$ cat config.mk
export PLATFORM = sky130hd
export DESIGN_NAME = rswm_ram
export DESIGN_NICKNAME = d
export VERILOG_FILES = /design/src/rtl/rswm_ram.sv
export SDC_FILE = /design/constraint.sdc
export NUM_CORES = 2
export LEC_CHECK = 0
export CORE_ASPECT_RATIO = 0.6
export CORE_MARGIN = 5
export CORE_UTILIZATION = 57
export CTS_CLUSTER_SIZE = 20
export DETAILED_ROUTE_END_ITERATION = 6
export DONT_BUFFER_PORTS = 1
export PLACE_DENSITY = 0.71
export SLEW_MARGIN = 20
export SYNTH_ARGS = -nofsm -noshare
export SYNTH_HDL_FRONTEND = slang
export SYNTH_SLANG_ARGS = --single-unit
$ cat constraint.sdc
create_clock -name i_clk -period 3.4 [get_ports i_clk]
set_input_delay 0.34 -clock i_clk [delete_from_list [all_inputs] [get_ports i_clk]]
set_output_delay 0.34 -clock i_clk [all_outputs]
set_load 0.01 [all_outputs]
$ cat src/rtl/rswm_ram.sv
`timescale 1ns / 1ps
module rswm_ram #(
    parameter int WIDTH = 32,
    parameter int DEPTH = 64,
    localparam int AW = (DEPTH > 1) ? $clog2(DEPTH) : 1
) (
    input  logic             i_clk,
    input  logic             i_we,
    input  logic [AW-1:0]    i_waddr,
    input  logic [WIDTH-1:0] i_wdata,
    input  logic [AW-1:0]    i_raddr,
    output logic [WIDTH-1:0] o_rdata
);
    logic [WIDTH-1:0] r_mem [DEPTH];

    always_ff @(posedge i_clk) begin
        if (i_we) begin
            r_mem[i_waddr] <= i_wdata;
        end
        o_rdata <= r_mem[i_raddr];
    end
endmodule
## Word-level counts from Yosys, hierarchy flattened

Memories as Yosys holds them, arrays and structs flattened. A register that Yosys moved wholly into a read port is not among the register bits.
Index checks and enable logic that the tools add are counted.

| cells by class | value |
|---|---|
| mux-type cells | 2 |

Operators with widths:

| cell | count |
|---|---|
| 2-to-1 mux 1 bit | 2 |

| word-level totals | value |
|---|---|
| register bits after elaboration | 0 |
| memory bits (writable) | 2048 |
| input port bits | 46 |
| word-level logic and storage cells | 3 |
| memories kept | 1 |

Memories:

| memory | words | bits a word | read ports | clocked after Yosys merged registers in | write ports | RTL line | source |
|---|---|---|---|---|---|---|---|
| r_mem | 64 | 32 | 1 | 1 | 1 | 14 | `logic [WIDTH-1:0] r_mem [DEPTH];` |

## Depth between registers and ports, before layout

| logic depth | value |
|---|---|
| depth in word-level cells | 2 |
| depth in mapped cells | 10 |
| mapped depth without buffers | 5 |

## Worst setup path before layout

Ideal clock, no wire load.

| timing | value |
|---|---|
| path type | input to register |
| start | in i_waddr[3] |
| end | mem r_mem[48][0] (enable) |
| data arrival time | 3039 ps |
| required time | 2939 ps |
| slack | -100 ps |
| stages on the path | 4 |
| buffers on the path | 1 |
| cell sequence | clkbuf_1 -> nor2b_1 -> nand4b_1 -> nor3_1 |

RTL lines:

| what | RTL line | source |
|---|---|---|
| from (decl) | 9 | `input logic [AW-1:0] i_waddr,` |
| to (decl) | 14 |  |

No word-level cell before the write port.

==> flow_summary.ini <==
[run]
maxCapViolations = 0

[logic_synthesis]
yosys.area_share.simple_pct = 1.27
synth-async-reset-ratio_pct = 0
avgSynthCellArea_sq_um = 23.6
syn_nets = 3370
ys.flop_type = edfxtp_1
synth_mux_area_share_pct = 16.8
syn_area_sq_um = 78500
synth-compound-area-share_pct = 1.67
synth_top_family_by_area = multiplexers
synth-adder-area-share_pct = 0
yosys_register_bits = 2080
synth-xor-area-share_pct = 0
synthCells = 3324
ys_warn_count = 0
yosysSeqAreaShare_pct = 79.1
yosysUniqueCellTypes = 34
synth-edff-count = 2048

[drt]
num_vias = 37979
via_per_inst = 6.97
met3WireLength_um = 26900
firstDrtPassIters = 6
drtIter0Drc = 6226
drcViolationCount = 0
drt-total-wl_um = 201000
wire_per_inst_um = 36.9
wl_met1_um = 78700
drtAntennaViolNets = 0
wl_met2_um = 90700
highest_layer = met5

[worst_setup_path]
worstSetupPathType = input port to register
cp-end-kind = register
cp-start-kind = input port
setup.worst_path.start = i_raddr[0]
cp_max_fo = 96
arrival_ps = 3770
crit_path_end = o_rdata[0]$_DFF_P_
r2r-start = r_mem[11][26]$_DFFE_PP_
rrSetupSlack_ps = 840
worstRegToRegCells = 6
rr_endpoint = o_rdata[26]$_DFF_P_
required_ps = 4030

[cells_and_area]
final_util_pct = 64.3
fill_cells = 8616
layout.nets = 3535
stdcell_area_sq_um = 87900
drive_above_1_share_pct = 26.9
syn2layout_area_growth_pct = 12.0

[outcome]
violations = slew limit
outcome = finished, violations left

[timing]
setup_ws_ps = 263
timing.slew.headroom_pct = -11.6
setup_tns_ps = 0
hold_viol_final = 0
worstMarginPinSlew_ps = 1670
fin_crit_ps = 3140
setup_viol = 0
clock_skew_ps = 23.0
period_share_pct = 92.3
rsz0062_at_grt = no
final_max_slew_viol_count = 132
max_freq_ghz = 0.319

[worst_hold_path]
hold_path.class = input port to register

[global_route]
grt_max_degree = 514
grt.overflow.total = 0
grt_pass1_wl_um = 281000
antenna_found_initial = 10
grt_use_total_pct = 27.6
grt_pass1_vias = 37186

[placement]
pre_cts_slack_ps = 353
io_buffers = 0
gp_congestion = 0.809
dpl_cell_area_sq_um = 81200
hpwl_um = 99700

[clocking]
h-tree-depth = 4
cts_tree = yes
numCtsBuffers = 172
worstSkewPairLatency_ps = 790
clk_pin_slew_worst_paths_ps = 60
cts_root_buf = clkbuf_16
clock-sinks = 2080
clock_path_buffers = 3

[power_and_ir_drop]
p_per_area_nw_per_um2 = 568
p_leak_nw = 27.1
ir_drop_mv = 0.492

[die]
die_y_um = 297
initial_core_util_pct = 57.4
fp.dieW_um = 489
row_count = 105
io_pins = 78
core-area_sq_um = 137000
die-area_sq_um = 146000
==> area by class of cell <==
cell class,count,area (sq um),share of cell area [%]
Sequential cell,2080,62100,70.7
Clock buffer,218,4640,5.28
Clock inverter,93,644,0.733
Tap cell,1819,2280,2.59
Antenna cell,3,7.51,0.00854
Timing Repair Buffer,173,2240,2.55
Multi-Input combinational cell,1062,16000,18.2
==> layout by cell type (no fill, tap or decap), types with 37 or more instances in the layout <==
| cell type | count |
|---|---|
| edfxtp_1 | 2048 |
| mux4_2 | 544 |
| clkbuf_16 | 179 |
| mux2i_1 | 93 |
| buf_4 | 89 |
| o22ai_1 | 84 |
| nor2_1 | 75 |
| nor2_4 | 62 |
| a21oi_1 | 61 |
| clkinv_1 | 50 |
| dlygate4sd3_1 | 37 |
==> synthesized netlist by cell type, types with 8 or more instances <==
master	n	area [sq um]
edfxtp_1	2048	61500
mux4_2	544	12300
nor2_1	137	514
mux2i_1	93	931
o22ai_1	84	526
clkbuf_1	74	278
a21oi_1	62	310
buf_2	57	285
dfxtp_1	32	641
o221ai_1	27	236
nand2_1	26	97.6
buf_4	25	188
buf_1	21	78.8
nor2b_1	15	93.8
a22oi_1	12	90.1
a311oi_1	8	70.1
nand2b_1	8	50.1
==> metal layers <==
metal  GRT usage (%)  vias to the layer above
li1                -                    14581
met3            7.49                      306
met1            42.9                    20322
met2            39.7                     2768
met5               0                        -
met4            7.17                        2
==> how the worst min path moves through the flow <==
| stage | from | to | slack (ps) | cells past startpoint |
|---|---|---|---|---|
| 2_1_floorplan | i_wdata[0] | r_mem[0][0]$_DFFE_PP_ | 440 | 0 |
| 6_report | i_waddr[2] | r_mem[54][4]$_DFFE_PP_ | 70 | 2 |
| 3_5_place_dp | i_wdata[4] | r_mem[2][4]$_DFFE_PP_ | 440 | 0 |
| 3_3_place_gp | i_wdata[4] | r_mem[2][4]$_DFFE_PP_ | 440 | 0 |
| 5_1_grt | i_raddr[3] | o_rdata[17]$_DFF_P_ | 50 | 3 |
| 4_1_cts | i_raddr[3] | o_rdata[17]$_DFF_P_ | 2 | 3 |
==> state kept, by name, summed over array words and instances (netlist names) <==
| name | flops |
|---|---|
| r_mem | 2048 |
| o_rdata | 32 |
==> power breakdown <==
| part | leakage (nW) | internal, mW | switching, mW |
|---|---|---|---|
| combinational | 5.85 | 1.03 | 1.38 |
| clock | 2.59 | 10.3 | 8.79 |
| sequential | 18.7 | 28.4 | 0.163 |
==> logic make-up (layout without fill, tap and decap cells) <==
group | Yosys count | count (layout)
AOI/OAI and AO/OA | 202 | 202
other | 0 | 3
buffers and inverters | 182 | 484
muxes | 637 | 637
DFF | 2080 | 2080
and+or+nand+nor | 223 | 223
==> through the flow <==
stage               cells  power [mW]  hold slack, ps
detailed placement   5057        30.6             443
floorplan            3324        30.4             439
CTS                  5439        49.9            1.89
global placement     5057        30.6             445
global route         5446        51.5            48.0
finish               5448        50.0            72.6
==> critical path, cell delays in order <==
cell and delay (ps):
buf_16 480, buf_16 550, mux4_2 610, mux4_2 510, o22ai_1 730, nor2_1 130
==> timing repair <==
action	in CTS	in global routing
setup endpoints to repair	0	12
endpoints found under the hold margin	2087	1
buffers inserted	0	0
hold buffers	71	1
gates resized for setup	0	0
Note: power is estimated with default switching activity, not from simulation.
